## src/fdts_pkg.sv

```systemverilog
// ============================================================================
// fdts_pkg: shared types and constants for the framed decimal text sender
// Character codes, the conversion constants and the frame record that moves
// from the converter to the byte emitter.
// ============================================================================
`default_nettype none

package fdts_pkg;

    // Frame characters
    localparam logic [7:0] OPEN_MARK  = 8'h3C;   // '<'
    localparam logic [7:0] CLOSE_MARK = 8'h3E;   // '>'
    localparam logic [7:0] MINUS_MARK = 8'h2D;   // '-'
    localparam logic [7:0] DIGIT_ZERO = 8'h30;   // '0'

    // Text is cut to this many characters (sign included)
    localparam int MAX_TEXT_CHARS = 4;

    // A 16-bit magnitude (at most 32768) has up to five decimal digits
    localparam int SPEED_W    = 16;
    localparam int NUM_DIGITS = 5;
    localparam int DIV_STAGES = NUM_DIGITS - 1;
    localparam int ND_W       = 3;

    // x / 10 == (x * RECIP_10) >> RECIP_SHIFT for every 16-bit x
    localparam logic [15:0] RECIP_10    = 16'd52429;
    localparam int          RECIP_SHIFT = 19;
    localparam int          PROD_W      = 32;
    localparam int          QUOT_W      = PROD_W - RECIP_SHIFT;

    // Widths for the frame record and the byte cursor
    localparam int KEEP_W = $clog2(MAX_TEXT_CHARS + 1);
    localparam int POS_W  = $clog2(MAX_TEXT_CHARS + 2);
    localparam int IDX_W  = (MAX_TEXT_CHARS > 1) ? $clog2(MAX_TEXT_CHARS) : 1;

    typedef logic [7:0] char_t;

    typedef struct packed {
        logic [MAX_TEXT_CHARS-1:0][7:0] text;   // text characters, first at index 0
        logic [KEEP_W-1:0]              keep;   // number of text characters sent
    } frame_t;

endpackage

`default_nettype wire

```

## src/fdts_in_if.sv

```systemverilog
// ============================================================================
// fdts_in_if: value channel
// Carries one signed 16-bit value per beat with a valid/ready handshake.
// ============================================================================
`default_nettype none

interface fdts_in_if;
    logic                                  valid;
    logic                                  ready;
    logic signed [fdts_pkg::SPEED_W-1:0]   speed;

    modport source (output valid, output speed, input ready);
    modport sink   (input valid, input speed, output ready);
endinterface

`default_nettype wire

```

## src/fdts_out_if.sv

```systemverilog
// ============================================================================
// fdts_out_if: byte channel
// Carries one frame byte per beat; last_byte marks the closing byte.
// ============================================================================
`default_nettype none

interface fdts_out_if;
    logic       valid;
    logic       ready;
    logic [7:0] tx_byte;
    logic       last_byte;

    modport source (output valid, output tx_byte, output last_byte, input ready);
    modport sink   (input valid, input tx_byte, input last_byte, output ready);
endinterface

`default_nettype wire

```

## src/fdts_front.sv

```systemverilog
// ============================================================================
// fdts_front: value to decimal text converter
// Pipelined: take the magnitude and digit count, peel one decimal digit per
// stage by reciprocal multiply, then lay the text out for the emitter.
// ============================================================================
`default_nettype none

module fdts_front (
    input  wire logic            clk,
    input  wire logic            rst_n,
    fdts_in_if.sink              sample,
    output fdts_pkg::frame_t     frame,
    output logic                 frame_valid,
    input  wire logic            frame_ready
);

    localparam int LAST = fdts_pkg::DIV_STAGES;

    logic                               vld_reg [0:LAST];
    logic                               neg_reg [0:LAST];
    logic [fdts_pkg::ND_W-1:0]          nd_reg  [0:LAST];
    logic [fdts_pkg::SPEED_W-1:0]       x_reg   [0:LAST];
    logic [fdts_pkg::DIV_STAGES-1:0][3:0] dig_reg [0:LAST];

    logic                               adv;
    logic                               in_neg;
    logic [fdts_pkg::SPEED_W-1:0]       in_mag;
    logic [fdts_pkg::ND_W-1:0]          in_nd;
    logic [fdts_pkg::PROD_W-1:0]        prod [0:LAST-1];
    logic [fdts_pkg::SPEED_W-1:0]       quot [0:LAST-1];
    logic [3:0]                         rem  [0:LAST-1];
    logic [3:0]                         digs [0:fdts_pkg::NUM_DIGITS-1];
    logic [fdts_pkg::ND_W:0]            nt;

    // Advance the whole pipe unless the final stage is blocked
    assign adv          = !vld_reg[LAST] || frame_ready;
    assign sample.ready = adv;
    assign frame_valid  = vld_reg[LAST];

    // Sign, magnitude and digit count of the incoming value
    always_comb
    begin
        in_neg = sample.speed[fdts_pkg::SPEED_W-1];
        in_mag = in_neg ? fdts_pkg::SPEED_W'(-sample.speed) : fdts_pkg::SPEED_W'(sample.speed);
        if (in_mag >= 16'd10000)
            in_nd = 3'd5;
        else if (in_mag >= 16'd1000)
            in_nd = 3'd4;
        else if (in_mag >= 16'd100)
            in_nd = 3'd3;
        else if (in_mag >= 16'd10)
            in_nd = 3'd2;
        else
            in_nd = 3'd1;
    end

    // One divide by ten per stage
    always_comb
    begin
        for (int s = 0; s < LAST; s++)
        begin
            prod[s] = fdts_pkg::PROD_W'(x_reg[s]) * fdts_pkg::PROD_W'(fdts_pkg::RECIP_10);
            quot[s] = fdts_pkg::SPEED_W'(prod[s][fdts_pkg::PROD_W-1:fdts_pkg::RECIP_SHIFT]);
            rem[s]  = 4'(x_reg[s] - ((quot[s] << 3) + (quot[s] << 1)));
        end
    end

    always_ff @(posedge clk or negedge rst_n)
    begin
        if (!rst_n)
        begin
            for (int s = 0; s <= LAST; s++)
                vld_reg[s] <= 1'b0;
        end
        else if (adv)
        begin
            vld_reg[0] <= sample.valid;
            for (int s = 1; s <= LAST; s++)
                vld_reg[s] <= vld_reg[s-1];
        end
    end

    always_ff @(posedge clk)
    begin
        if (adv)
        begin
            neg_reg[0] <= in_neg;
            nd_reg[0]  <= in_nd;
            x_reg[0]   <= in_mag;
            dig_reg[0] <= '0;
            for (int s = 1; s <= LAST; s++)
            begin
                neg_reg[s] <= neg_reg[s-1];
                nd_reg[s]  <= nd_reg[s-1];
                x_reg[s]   <= quot[s-1];
                for (int d = 0; d < fdts_pkg::DIV_STAGES; d++)
                    dig_reg[s][d] <= (d == s - 1) ? rem[s-1] : dig_reg[s-1][d];
            end
        end
    end

    // Lay out the text: optional minus, then digits most significant first
    always_comb
    begin
        int pos;
        for (int d = 0; d < fdts_pkg::DIV_STAGES; d++)
            digs[d] = dig_reg[LAST][d];
        digs[fdts_pkg::NUM_DIGITS-1] = x_reg[LAST][3:0];

        nt = (fdts_pkg::ND_W+1)'(nd_reg[LAST]) + (fdts_pkg::ND_W+1)'(neg_reg[LAST]);
        if (nt > (fdts_pkg::ND_W+1)'(fdts_pkg::MAX_TEXT_CHARS))
            frame.keep = fdts_pkg::KEEP_W'(fdts_pkg::MAX_TEXT_CHARS);
        else
            frame.keep = fdts_pkg::KEEP_W'(nt);

        for (int j = 0; j < fdts_pkg::MAX_TEXT_CHARS; j++)
        begin
            pos = neg_reg[LAST] ? int'(nd_reg[LAST]) - j : int'(nd_reg[LAST]) - 1 - j;
            if (neg_reg[LAST] && j == 0)
                frame.text[j] = fdts_pkg::MINUS_MARK;
            else if (pos >= 0 && pos < fdts_pkg::NUM_DIGITS)
                frame.text[j] = fdts_pkg::DIGIT_ZERO + {4'b0, digs[3'(pos)]};
            else
                frame.text[j] = fdts_pkg::DIGIT_ZERO;
        end
    end

endmodule

`default_nettype wire

```

## src/fdts_queue.sv

```systemverilog
// ============================================================================
// fdts_queue: two-entry frame queue
// Decouple the converter from the byte emitter so each can stall alone.
// ============================================================================
`default_nettype none

module fdts_queue (
    input  wire logic              clk,
    input  wire logic              rst_n,
    input  wire fdts_pkg::frame_t  push_frame,
    input  wire logic              push_valid,
    output logic                   push_ready,
    output fdts_pkg::frame_t       pop_frame,
    output logic                   pop_valid,
    input  wire logic              pop_ready
);

    fdts_pkg::frame_t mem_reg [0:1];
    logic             wptr_reg;
    logic             rptr_reg;
    logic [1:0]       count_reg;
    logic             push;
    logic             pop;

    assign push_ready = (count_reg != 2'd2);
    assign pop_valid  = (count_reg != 2'd0);
    assign pop_frame  = mem_reg[rptr_reg];
    assign push       = push_valid && push_ready;
    assign pop        = pop_valid && pop_ready;

    always_ff @(posedge clk or negedge rst_n)
    begin
        if (!rst_n)
        begin
            wptr_reg  <= 1'b0;
            rptr_reg  <= 1'b0;
            count_reg <= 2'd0;
        end
        else
        begin
            if (push)
                wptr_reg <= !wptr_reg;
            if (pop)
                rptr_reg <= !rptr_reg;
            if (push && !pop)
                count_reg <= count_reg + 2'd1;
            else if (pop && !push)
                count_reg <= count_reg - 2'd1;
        end
    end

    always_ff @(posedge clk)
    begin
        if (push)
            mem_reg[wptr_reg] <= push_frame;
    end

endmodule

`default_nettype wire

```

## src/fdts_back.sv

```systemverilog
// ============================================================================
// fdts_back: frame byte emitter
// Walk the head frame one byte per beat into a registered output stage.
// ============================================================================
`default_nettype none

module fdts_back (
    input  wire logic              clk,
    input  wire logic              rst_n,
    input  wire fdts_pkg::frame_t  frame,
    input  wire logic              frame_valid,
    output logic                   frame_pop,
    fdts_out_if.source             tx
);

    logic [fdts_pkg::POS_W-1:0] cursor_reg;
    logic [fdts_pkg::POS_W-1:0] cursor_next;
    logic                       out_valid_reg;
    logic [7:0]                 out_byte_reg;
    logic                       out_last_reg;
    logic                       load;
    logic [fdts_pkg::POS_W-1:0] text_pos;
    logic [7:0]                 byte_sel;
    logic                       last_sel;

    assign tx.valid     = out_valid_reg;
    assign tx.tx_byte   = out_byte_reg;
    assign tx.last_byte = out_last_reg;

    // Load a new byte whenever a frame is waiting and the output stage is empty or draining
    assign load      = frame_valid && (!out_valid_reg || tx.ready);
    assign frame_pop = load && last_sel;
    assign text_pos  = cursor_reg - fdts_pkg::POS_W'(1);

    always_comb
    begin
        last_sel = 1'b0;
        if (cursor_reg == '0)
            byte_sel = fdts_pkg::OPEN_MARK;
        else if (cursor_reg <= fdts_pkg::POS_W'(frame.keep))
            byte_sel = frame.text[text_pos[fdts_pkg::IDX_W-1:0]];
        else
        begin
            byte_sel = fdts_pkg::CLOSE_MARK;
            last_sel = 1'b1;
        end
        cursor_next = last_sel ? '0 : cursor_reg + fdts_pkg::POS_W'(1);
    end

    always_ff @(posedge clk or negedge rst_n)
    begin
        if (!rst_n)
        begin
            cursor_reg    <= '0;
            out_valid_reg <= 1'b0;
        end
        else
        begin
            if (load)
                cursor_reg <= cursor_next;
            if (load)
                out_valid_reg <= 1'b1;
            else if (tx.ready)
                out_valid_reg <= 1'b0;
        end
    end

    always_ff @(posedge clk)
    begin
        if (load)
        begin
            out_byte_reg <= byte_sel;
            out_last_reg <= last_sel;
        end
    end

endmodule

`default_nettype wire

```

## src/framed_decimal_text_sender.sv

```systemverilog
// ============================================================================
// framed_decimal_text_sender: signed value to framed ASCII decimal bytes
// Top level: converter pipeline, frame queue and byte emitter.
// ============================================================================
// Each signed 16-bit value taken on the sample channel comes out on the tx
// channel as one frame of bytes: '<', the decimal text of the value ('-' first
// when negative) cut to its first four characters, then '>' with last_byte
// set. A frame is 3 to 6 beats, one byte per cycle while tx.ready is high, so
// a stream of values runs at one value per frame length; the byte-wide output
// register sets that limit. The converter is a five stage pipeline (sign and
// magnitude first, then one divide by ten in each of the four stages after
// it, by reciprocal multiply) that takes a value every cycle while it has
// room; with the queue empty, the first byte of a frame passes through those
// stages, the queue entry and the output register. A two-frame queue lets
// the converter keep taking values while the emitter is still sending or tx
// is stalled. No state carries from one value to the next.
// ============================================================================
`default_nettype none

module framed_decimal_text_sender (
    input  wire logic   clk,
    input  wire logic   rst_n,
    fdts_in_if.sink     sample,
    fdts_out_if.source  tx
);

    fdts_pkg::frame_t conv_frame;
    logic             conv_valid;
    logic             conv_ready;
    fdts_pkg::frame_t head_frame;
    logic             head_valid;
    logic             head_pop;

    // Convert: magnitude, digits and text layout
    fdts_front u_front (
        .clk         (clk),
        .rst_n       (rst_n),
        .sample      (sample),
        .frame       (conv_frame),
        .frame_valid (conv_valid),
        .frame_ready (conv_ready)
    );

    // Buffer finished frames between converter and emitter
    fdts_queue u_queue (
        .clk        (clk),
        .rst_n      (rst_n),
        .push_frame (conv_frame),
        .push_valid (conv_valid),
        .push_ready (conv_ready),
        .pop_frame  (head_frame),
        .pop_valid  (head_valid),
        .pop_ready  (head_pop)
    );

    // Emit the head frame one beat at a time
    fdts_back u_back (
        .clk         (clk),
        .rst_n       (rst_n),
        .frame       (head_frame),
        .frame_valid (head_valid),
        .frame_pop   (head_pop),
        .tx          (tx)
    );

    // The marked beat is always the closing character
    assert property (@(posedge clk) disable iff (!rst_n)
        tx.valid && tx.last_byte |-> tx.tx_byte == fdts_pkg::CLOSE_MARK)
        else $error("last beat is not the closing mark");

    // After a frame ends, the next beat opens a new frame
    assert property (@(posedge clk) disable iff (!rst_n)
        tx.valid && tx.ready && tx.last_byte |=>
            !tx.valid || tx.tx_byte == fdts_pkg::OPEN_MARK)
        else $error("frame does not start with the opening mark");

    // The emitter releases a queue entry only when one is present
    assert property (@(posedge clk) disable iff (!rst_n)
        head_pop |-> head_valid)
        else $error("frame popped from an empty queue");

endmodule

`default_nettype wire
```

## src/flat_wrapper.sv

```systemverilog
// flat-port wrapper written by rule: the top's interface ports become plain ports
module framed_decimal_text_sender_flat 
  (clk, rst_n, sample_valid, sample_speed, sample_ready, tx_valid, tx_tx_byte, tx_last_byte, tx_ready);
  fdts_in_if sample_i ();
  fdts_out_if tx_i ();
  input  wire logic clk;
  input  wire logic rst_n;
  input wire logic [$bits(sample_i.valid)-1:0] sample_valid;
  input wire logic [$bits(sample_i.speed)-1:0] sample_speed;
  output wire logic [$bits(sample_i.ready)-1:0] sample_ready;
  output wire logic [$bits(tx_i.valid)-1:0] tx_valid;
  output wire logic [$bits(tx_i.tx_byte)-1:0] tx_tx_byte;
  output wire logic [$bits(tx_i.last_byte)-1:0] tx_last_byte;
  input wire logic [$bits(tx_i.ready)-1:0] tx_ready;
  assign sample_i.valid = sample_valid;
  assign sample_i.speed = sample_speed;
  assign sample_ready = sample_i.ready;
  assign tx_valid = tx_i.valid;
  assign tx_tx_byte = tx_i.tx_byte;
  assign tx_last_byte = tx_i.last_byte;
  assign tx_i.ready = tx_ready;
  framed_decimal_text_sender u_core (.clk(clk), .rst_n(rst_n), .sample(sample_i), .tx(tx_i));
endmodule
```

## config.mk

```make
export PLATFORM = sky130hd
export DESIGN_NAME = framed_decimal_text_sender_flat
export DESIGN_NICKNAME = d
export VERILOG_FILES = /design/src/fdts_pkg.sv /design/src/fdts_in_if.sv /design/src/fdts_out_if.sv /design/src/fdts_front.sv /design/src/fdts_queue.sv /design/src/fdts_back.sv /design/src/framed_decimal_text_sender.sv /design/src/flat_wrapper.sv
export SDC_FILE = /design/constraint.sdc
export NUM_CORES = 1
export LEC_CHECK = 0
export BUFFER_PORTS_ARGS = -buffer_cell sky130_fd_sc_hd__buf_2
export CAP_MARGIN = 30
export CELL_PAD_IN_SITES_DETAIL_PLACEMENT = 0
export CELL_PAD_IN_SITES_GLOBAL_PLACEMENT = 1
export CORE_MARGIN = 3
export CORE_UTILIZATION = 30
export DETAILED_ROUTE_END_ITERATION = 10
export GPL_ROUTABILITY_DRIVEN = 1
export PLACE_DENSITY = 0.49
export SLEW_MARGIN = 10
export SYNTH_ARGS = -nofsm -noshare
export SYNTH_HDL_FRONTEND = slang
export SYNTH_HIERARCHICAL = 1
export SYNTH_SLANG_ARGS = --single-unit
```

## constraint.sdc

```tcl
create_clock -name clk -period 9.88 [get_ports clk]
set_input_delay 0.494 -clock clk [delete_from_list [all_inputs] [get_ports clk]]
set_output_delay 0.494 -clock clk [all_outputs]
set_load 0.01 [all_outputs]
```

* Yosys cells after proc, flatten, opt, wreduce, memory -nomap -nowiden
Memories as Yosys holds them, arrays and structs flattened.
Index checks and enable logic that the tools add are counted.
** Storage, ports and cells
- Bits in registers :: 22
- Bits in writable memories :: 242
- Input bits :: 20
- Word-level logic and storage cells :: 135
- Memories kept :: 5
** Memory list
- u_core.u_front.dig_reg :: depth 5, width 16, rd ports 5, clocked after memory_dff 0, write ports 5, RTL line fdts_front.sv:23 : logic [fdts_pkg::DIV_STAGES-1:0][3:0] dig_reg [0:LAST];
- u_core.u_front.x_reg :: depth 5, width 16, rd ports 5, clocked after memory_dff 0, write ports 5, RTL line fdts_front.sv:22 : logic [fdts_pkg::SPEED_W-1:0] x_reg [0:LAST];
- u_core.u_queue.mem_reg :: depth 2, width 31, rd ports 1, clocked after memory_dff 0, write ports 1, RTL line fdts_queue.sv:18 : fdts_pkg::frame_t mem_reg [0:1];
- u_core.u_front.nd_reg :: depth 5, width 3, rd ports 5, clocked after memory_dff 0, write ports 5, RTL line fdts_front.sv:21 : logic [fdts_pkg::ND_W-1:0] nd_reg [0:LAST];
- u_core.u_front.neg_reg :: depth 5, width 1, rd ports 5, clocked after memory_dff 0, write ports 5, RTL line fdts_front.sv:20 : logic neg_reg [0:LAST];
** Cells by class
- $add $sub $neg :: 24
- Multiply operators :: 4
- Order comparisons :: 19
- Equal/unequal tests :: 1
- Multiplexer cells :: 41
- Bitwise operators :: 5
- Reduce and logical (&&, ||, !) cells :: 23
** Operator list (count)
- $ge A32 B1 Y1 const B :: 4
- $lt A32 B4 Y1 const B :: 4
- $mul A16 B16 Y32 const B :: 4
- $mux W32 :: 4
- $bmux W4 S3 :: 4
- $mux W7 :: 5
- $mux W4 :: 8
- $add A6 B4 Y7 const A :: 4
- $add A4 B4 Y4 :: 4
- $bmux W8 S2 :: 1
- $ge A16 B10 Y1 const B :: 1
- $ge A16 B14 Y1 const B :: 1
- $ge A16 B4 Y1 const B :: 1
- $ge A16 B7 Y1 const B :: 1
- $ge A3 B4 Y1 const B :: 4
- $mux W16 :: 1
- $neg A16 Y16 :: 1
- $sub A4 B4 Y4 :: 4
- $mux W3 :: 5
- $not A3 Y3 :: 4
- $logic_and A1 B1 Y1 :: 10
- $sub A4 B3 Y5 const B :: 2
- $mux W1 :: 8
- $mux W2 :: 4
- 18 further kinds :: 28

* Longest topological paths before layout
Gate-level depths: netlist of run 1.
An unclocked memory read counts as a cell.
- Depth after elaboration :: 10
- Gate-level depth with buffers :: 27

* Modules after synthesis
The synthesis of run 1 kept the hierarchy.
** Modules (own cells, without submodules)
- fdts_front :: instances 1, cells an instance 2011, area an instance 20893.8 µm²
- fdts_queue :: instances 1, cells an instance 127, area an instance 2870.3 µm²
- fdts_back :: instances 1, cells an instance 62, area an instance 835.8 µm²

* Least setup slack after synthesis of run 1
Ideal clock, no wire load.
- Path kind :: register to register
- Start point :: memory u_core/u_front/x_reg[0][17] in the netlist's numbering
- End point :: memory u_core/u_front/dig_reg[2][7] in the netlist's numbering, data pin
- Arrival time :: 6.226 ns
- Slack :: 3.389 ns
- Cell stages (with the launch flop) :: 26
- Clock period less this slack :: 6.491 ns
- Cells stage by stage :: edfxtp_1 ha_1 inv_1 fa_1 inv_1 fa_1 fa_1 fa_1 inv_1 fa_1 inv_1 ha_1 a21o_1 a21o_1 a21oi_1 o21ai_0 a21oi_1 xnor2_1 ha_1 xor2_1 a21oi_1 nand2_1 nand2_1 a2111oi_0 o21ai_0 xor2_1
** RTL lines (RTL line)
- from (decl) :: fdts_front.sv:22
- to (decl) :: fdts_front.sv:23

==> metrics.txt, run 1 <==
Crit path arrival time 7.42 ns; biggest area consumer among synthesized cells ha_1; Overall Global Routing Usage 12.9%; Clock transition at path regs 0.06 ns; # rows 104; worst setup path startpoint u_core/u_front/x_reg[0][18]$_DFFE_PP_; measured slew at the worst slew-check pin 0.827 ns; Setup crit end kind register; die width 292 um; Synth warnings 6; initial antenna violation count 0; Worst EP required 10.18 ns; total core area 80900 um^2; Crit Path Class register to register; sequential element share of the synthesized area 25.5%; Fill cells 8278; Main synth FF type edfxtp_1; crit path max fanout 6; Max Fclk 140 MHz; WP buf/inv 4; Min-Delay Path Class input port to register; drt first pass iters 4; unique cell type count in the Yosys netlist 81; Top delay family on crit path adder cells; number of global-route vias before repair 16196; clock buffer depth 3; Post-Synthesis Cells 2200; synthesized cell area 24600 um^2; die height 292 um; Max-Cap Viols 0; Final Setup Violations 0; Critical R2R Launch u_core/u_front/x_reg[0][18]$_DFFE_PP_; drt wl/cell 16.0 um; RSZ-0062 raised after global routing no; CTS Root Cell clkbuf_16; R2R cell count 25; Initial Util 30.4%; Max Clock Skew 0.0144 ns; Critical-path top delay cell fa_1; max FFs per register 70; largest net degree at the start of global routing 83; EDFF count, synth 198; Final Wtd Congestion 0.831; Worst Hold Path Cells 3; CP peak stage delay 0.54 ns; clock sink count 211; CTS tree done; max_slew headroom 44.9%; clk_lat worst skew 0.56 ns; area occupied by multi-input gates 15900 um^2; post-CTS sizing 0; I/O pin total 31; synth top area cells ha_1 (25%), edfxtp_1 (24%), fa_1 (21%); first-pass GRT wire length 88000 um; Tmin final 7.12 ns; post-synth top area share 25.2%; antenna-violating nets left 0; share of layout cells above drive strength 1 7.27%; CTS Buf Count 28; asr flop ratio synth 6.16%; DRC violations left 0; fin crit share 72.1%; Fin Setup TNS 0 ns; Synth-to-Final Area Change 9.49%; starting DRC count in detailed routing 409; Pins Over Slew Limit 0; via count 14701; #FFs+latches synth 211; Fin. Hold Viols 0; Stages on worst setup path 25; WL final 53300 um; hold_sp sample_valid; hpwl dp 45500 um; register area 6270 um^2; Nets 3025; htree depth 1; crit path launch type register; Setup Buffers After CTS 0; Port Buffers 30; syn avg cell area 11.2 um^2; most used cell, CP fa_1; die area 85500 um^2; status finished clean; GR Overflow Total 0; DR vias/cell 4.41
==> stage by stage <==
stage	hold slack [ns]	setup slack, ns	cell area (um^2)	util [%]	cells
global route	0.150	2.24	26900	33.3	3331
finish	0.169	2.76	26900	33.3	3332
floorplan	0.198	3.39	24600	-	2213
global placement	0.401	2.91	25900	32.0	3277
detailed placement	0.405	2.73	26000	32.1	3280
CTS	0.137	2.70	26900	33.3	3331
==> cells in the final DEF (no fill, tap or decap), types with 10 or more instances in the layout <==
cell type	n
inv_1	585
ha_1	496
fa_1	258
edfxtp_1	198
nand2_1	80
xnor2_1	62
nor2_1	57
a21oi_1	49
o21ai_0	44
buf_2	30
mux2_4	29
clkbuf_16	28
xor2_1	28
a21o_1	27
nand3_1	24
mux4_2	16
conb_1	15
nand2b_1	14
and3_1	12
dfrtp_1	12
a31oi_1	12
nor2b_1	11
mux2_2	10
==> layout make-up <==
| class | instances | area share [%] |
|---|---|---|
| multi-input combinational | 1385 | 59.2 |
| sequential | 211 | 23.3 |
| inverter | 586 | 8.19 |
| tap | 1060 | 4.92 |
| clock buffer | 32 | 2.66 |
| clock inverter | 18 | 0.892 |
| timing repair buffer | 39 | 0.892 |
| antenna | 1 | 0.00929 |
==> final timing paths <==
path                            slack, ns                                     end
worst max-delay path                 2.76  u_core/u_front/dig_reg[2][7]$_DFFE_PP_
max in group asynchronous            9.26     u_core/u_queue/rptr_reg$_DFFE_PN0P_
min in group asynchronous            0.37  u_core/u_front/frame_valid$_DFFE_PN0P_
worst min-delay path                 0.17   u_core/u_front/vld_reg[4]$_DFFE_PN0P_
worst min register to register       0.41  u_core/u_front/dig_reg[3][1]$_DFFE_PP_
worst max register to register       2.76  u_core/u_front/dig_reg[2][7]$_DFFE_PP_
==> logic make-up (layout without fill, tap and decap cells) <==
family,after synthesis,after routing,synth area share [%]
flip-flops,211,211,25.5
buffers and inverters,617,675,9.97
AO/OA/AOI/OAI,213,213,5.97
multiplexers,63,63,4.02
adder cells (fa/ha/maj),754,754,46.2
AND/OR/NAND/NOR,248,248,4.94
XOR/XNOR,92,92,3.36
other,2,16,0.0305
==> metal layers <==
layer  wire [um]  global-route usage, %
met1       25900                   17.8
met2       25400                   22.2
met3        1280                   1.49
met4         716                   1.99
met5           0                      0
==> cell usage after synthesis, types with 4 or more instances <==
library cell	instances
o22ai_1	4
edfxtp_1	198
a31oi_1	12
a21o_1	27
xor2_1	28
nand4_1	9
fa_1	258
mux4_2	16
nand2_1	80
nor2b_1	11
a211oi_1	6
nand2b_1	14
dfrtp_1	13
inv_1	586
mux2i_1	8
buf_6	4
o21a_1	4
o21ai_0	44
o21ai_1	5
nor2_1	58
clkbuf_1	7
and2_1	9
nor3_1	9
buf_4	15
xnor2_1	62
nand3_1	24
and3_1	12
mux2_4	29
mux2_2	10
o21bai_1	6
ha_1	496
a22oi_1	8
o211ai_1	8
a21oi_1	49
==> worst reg2reg max path, stage by stage (launching register included) <==
cell and delay [ns]:
edfxtp_1 0.50, ha_1 0.40, inv_1 0.08, fa_1 0.53
inv_1 0.06, fa_1 0.50, fa_1 0.51, fa_1 0.54
inv_1 0.05, fa_1 0.53, inv_1 0.04, ha_1 0.32
a21o_1 0.19, a21o_1 0.18, a21oi_1 0.26, o21ai_0 0.23
a21oi_1 0.22, xnor2_1 0.16, ha_1 0.20, xor2_1 0.33
a21oi_1 0.13, nand2_1 0.09, nand2_1 0.05, a2111oi_0 0.42
o21ai_0 0.16, xor2_1 0.16
==> repair_timing <==
action	in CTS	in global routing
endpoints found under the setup margin	0	0
hold buffers	1	0
hold endpoints to repair	13	0
Power of run 1 is not shown: default switching activity piles up to over one toggle a cycle in this logic, so the estimate is an artifact.
==> run 2: changes to the inputs <==
- ABC_AREA: default -> 1
- PLACE_DENSITY: 0.49 -> 0.53
- clock period: 9.88 -> 6.13 ns (I/O delays scaled with it)
==> metrics.txt, run 2 <==
antenna-violating nets left 0; Max-Cap Viols 0; biggest area consumer among synthesized cells ha_1; DRC violations left 0; # rows 108; Critical-path top delay cell fa_1; count leader, synth inv_1; Overall Global Routing Usage 14.7%; crit path max fanout 4; Tmin final 5.85 ns; total core area 87300 um^2; Crit path arrival time 6.16 ns; global route hottest layer met2; Main synth FF type edfxtp_1; WL final 66300 um; Fin. Hold Viols 0; post-synth top area share 23.4%; met1 Use GR 20.7%; CTS Root Cell clkbuf_16; max FFs per register 70; initial antenna violation count 0; number of global-route vias before repair 19801; status finished clean; Clock transition at path regs 0.06 ns; worst setup path startpoint u_core/u_front/x_reg[0][43]$_DFFE_PP_; GR Util met2 24.5%; measured slew at the worst slew-check pin 0.807 ns; Top delay family on crit path adder cells; synthesized cell area 26600 um^2; Max Fclk 171 MHz; CTS tree done; unique cell type count in the Yosys netlist 56; most frequent cells in the layout inv_1 (719), nand2_1 (502), ha_1 (487); Critical R2R Launch u_core/u_front/x_reg[0][43]$_DFFE_PP_; GR Util met3 1.45%; CP peak stage delay 0.55 ns; Min Hold Slack 0.148 ns; Min-Delay Path Class input port to asynchronous set/reset pin; Synth top cells by count inv_1 (719), nand2_1 (503), ha_1 (496); Setup crit end kind register; clock buffer depth 3; clk_lat worst skew 0.57 ns; Worst EP required 6.44 ns; share of layout cells above drive strength 1 7.69%; largest net degree at the start of global routing 76; die height 304 um; die area 92100 um^2; Initial Util 30.4%; #FFs+latches synth 211; commonest non-fill, non-tap cell in the layout inv_1; hpwl dp 56500 um; die width 304 um; htree depth 1; synth top area cells ha_1 (23%), edfxtp_1 (22%), fa_1 (19%); diodes inserted 0; Final Setup Violations 0; max_slew headroom 46.2%; Nets 3794; WP buf/inv 8; placed cell count 4119; Post-Synthesis Cells 2931; via count 18787; first-pass GRT wire length 107000 um; sequential element share of the synthesized area 23.6%; Port Buffers 30; asr flop ratio synth 6.16%; Synth-to-Final Area Change 11.0%; Max Clock Skew 0.0196 ns; starting DRC count in detailed routing 932; Final Wtd Congestion 0.856; Pins Over Slew Limit 0; Crit Path Class register to register; drt first pass iters 5; EDFF count, synth 198; drt wl/cell 15.8 um; fin crit share 95.4%; Synth warnings 6; DR vias/cell 4.48; crit path launch type register; clock sink count 211; post-route non-filler standard cell count 4197; syn avg cell area 9.06 um^2; GR Overflow Total 0; CTS Buf Count 28; I/O pin total 31
## run 2: final timing paths
path                                                           endpoint  slack [ns]  cells after the start
max in group asynchronous           u_core/u_queue/wptr_reg$_DFFE_PN0P_        5.74                      2
worst max-delay path            u_core/u_front/dig_reg[4][15]$_DFFE_PP_        0.28                     26
min in group clk                   u_core/u_front/x_reg[0][7]$_DFFE_PP_        0.15                      3
worst max register to register  u_core/u_front/dig_reg[4][15]$_DFFE_PP_        0.28                     26
worst min-delay path                 u_core/u_back/tx.valid$_DFFE_PN0P_        0.15                      2
worst min register to register    u_core/u_front/nd_reg[2][2]$_DFFE_PP_        0.41                      0
## run 2: cell type report
class	count	area, um^2
clock buffers	33	719
clock inverters	19	219
fillers	9160	57800
inverters	731	2750
multi-input cells	1965	17500
flip-flops and latches	211	6270
well taps	1155	1450
repair buffers	83	598
## run 2: cell families after synthesis
| family | count (synthesis) | synth area share [%] |
|---|---|---|
| mux | 3 | 0.127 |
| flops | 211 | 23.6 |
| fa+ha+maj | 754 | 42.8 |
| simple gates | 854 | 14.1 |
| buf+inv | 768 | 11.4 |
| other cells | 2 | 0.0283 |
| compound gates | 285 | 6.05 |
| xor+xnor | 54 | 1.81 |
## run 2: repair_timing
item,4_1_cts,5_1_grt
hold buffers,4,0
buffers inserted,0,20
setup endpoints to repair,0,4
endpoints found under the hold margin,16,0
gates resized for setup,0,22
## run 2: metal layers
metal,up-vias,share of wire [%]
met5,-,0
met4,0,2.0
met3,69,2.5
met2,186,46
met1,9077,49
li1,9455,-
## run 2: through the flow
step / area (um^2) / setup TNS, ns / setup slack (ns) / utilization [%]
floorplan: 26600 / 0 / 0.559 / -
global placement: 28100 / 0 / 0.258 / 32.2
detailed placement: 28100 / 0 / 0.129 / 32.2
CTS: 29100 / 0 / 0.114 / 33.3
global route: 29500 / -0.0327 / -0.0143 / 33.8
finish: 29500 / 0 / 0.284 / 33.8
Power of run 2 is left out for the same reason.
==> run 3: changes to the inputs <==
- ABC_AREA: 1 -> default
- PLACE_DENSITY: 0.53 -> 0.51
==> metrics.txt, run 3 (synthesis gave the netlist of run 1 again) <==
DR vias/cell 4.39; drt first pass iters 5; GR Overflow Total 0; clock buffer depth 3; Crit Path Class register to register; fin crit share 99.2%; via count 15307; Max Clock Skew 0.0208 ns; most frequent cells in the layout inv_1 (578), ha_1 (471), fa_1 (253); diodes inserted 0; Initial Util 30.4%; Max Fclk 165 MHz; Critical-path top delay cell fa_1; Final Wtd Congestion 0.842; WP buf/inv 6; CTS tree done; share of layout cells above drive strength 1 15.9%; hpwl dp 46900 um; total core area 80900 um^2; Top delay family on crit path adder cells; Fin Setup TNS 0 ns; # rows 104; Overall Global Routing Usage 13.1%; CTS Buf Count 26; Clock transition at path regs 0.06 ns; crit path launch type register; first-pass GRT wire length 89500 um; Pins Over Slew Limit 0; Nets 3184; antenna-violating nets left 0; commonest non-fill, non-tap cell in the layout inv_1; DRC violations left 0; RSZ-0062 raised after global routing yes; placed cell count 3410; FF-to-FF setup slack 0.05 ns; measured slew at the worst slew-check pin 0.770 ns; Worst EP required 6.40 ns; Final Util 35.3%; CP peak stage delay 0.54 ns; most used cell, CP fa_1; status finished clean; Max-Cap Viols 0; die area 85500 um^2; max FFs per register 70; max_slew headroom 48.7%; initial antenna violation count 0; die height 292 um; crit path max fanout 5; Synth-to-Final Area Change 16.2%; die width 292 um; starting DRC count in detailed routing 436; post-route non-filler standard cell count 3490; Tmin final 6.08 ns; Port Buffers 30; Crit path arrival time 6.35 ns; Final Setup Violations 0; number of global-route vias before repair 16559; Fill cells 8181; Fin. Hold Viols 0; WL final 54900 um; drt wl/cell 15.7 um; clock sink count 211; CTS Root Cell clkbuf_16; clk_lat worst skew 0.55 ns; largest net degree at the start of global routing 79; Setup crit end kind register; Min-Delay Path Class input port to register; htree depth 1; I/O pin total 31
[run 3: changes by cell type in the layout (fill, tap and decap cells not counted), sizes merged, moves of 54 or more]
cell   delta
a21oi    -54
buf     +118
inv     -145
nand2   -456
nand3    -59
nor2    -109
o21ai    -66
[run 3: area by class of cell]
cell class / instances / area, um^2 / area share, %
Timing Repair Buffer: 200 / 1460 / 5.11
Inverter: 586 / 2200 / 7.71
Clock inverter: 20 / 226 / 0.793
Sequential cell: 211 / 6270 / 21.9
Tap cell: 1060 / 1330 / 4.64
Multi-Input combinational cell: 1385 / 16400 / 57.5
Clock buffer: 28 / 658 / 2.30
[run 3: final timing paths]
check,start,end,cells past startpoint
worst max register to register,u_core/u_front/x_reg[0][17]$_DFFE_PP_,u_core/u_front/dig_reg[2][7]$_DFFE_PP_,25
min in group asynchronous,rst_n,u_core/u_queue/count_reg[1]$_DFFE_PN0P_,2
max in group asynchronous,rst_n,u_core/u_queue/rptr_reg$_DFFE_PN0P_,2
worst min-delay path,tx_ready,u_core/u_back/tx.valid$_DFFE_PN0P_,3
worst max-delay path,u_core/u_front/x_reg[0][17]$_DFFE_PP_,u_core/u_front/dig_reg[2][7]$_DFFE_PP_,25
worst min register to register,u_core/u_front/dig_reg[3][4]$_DFFE_PP_,u_core/u_front/dig_reg[4][4]$_DFFE_PP_,0
[run 3: worst reg2reg max path: stages, from the launching register on]
cell       delay (ns)
edfxtp_1         0.44
buf_6            0.15
ha_4             0.25
inv_1            0.05
fa_1             0.53
inv_1            0.05
fa_1             0.50
fa_1             0.43
fa_1             0.51
inv_2            0.04
fa_1             0.54
inv_2            0.05
ha_4             0.21
a21o_1           0.18
a21o_1           0.18
a21oi_2          0.15
o21ai_2          0.08
a21oi_2          0.17
xnor2_2          0.14
ha_2             0.25
xor2_4           0.09
buf_6            0.13
and3_4           0.18
a2111oi_4        0.26
o21ai_1          0.10
xor2_1           0.14
[run 3: repair_timing]
item	4_1_cts	5_1_grt
pin swaps	17	46
cloned	0	0
hold buffers	3	0
setup buffers	5	25
endpoints found under the hold margin	15	0
endpoints found under the setup margin	4	10
resized for setup	19	55
[run 3: metal layers]
layer / vias to the layer above / wire length, um / track usage (%) / part of all wire (%)
li1: 7621 / - / - / -
met1: 7535 / 26500 / 18.2 / 48
met2: 113 / 26500 / 22.8 / 48
met3: 38 / 1180 / 1.28 / 2.2
met4: 0 / 671 / 1.75 / 1.2
met5: - / 0 / 0 / 0
[run 3: metrics by stage]
stage / setup slack [ns] / area, um^2 / hold WS (ns)
floorplan: 0.0293 / 24700 / 0.0109
global placement: -0.0292 / 27000 / 0.223
detailed placement: -0.177 / 27000 / 0.219
CTS: 0.00660 / 28000 / 0.0209
global route: -0.186 / 28600 / 0.0433
finish: 0.0511 / 28600 / 0.0548
Power of run 3 is left out for the same reason.
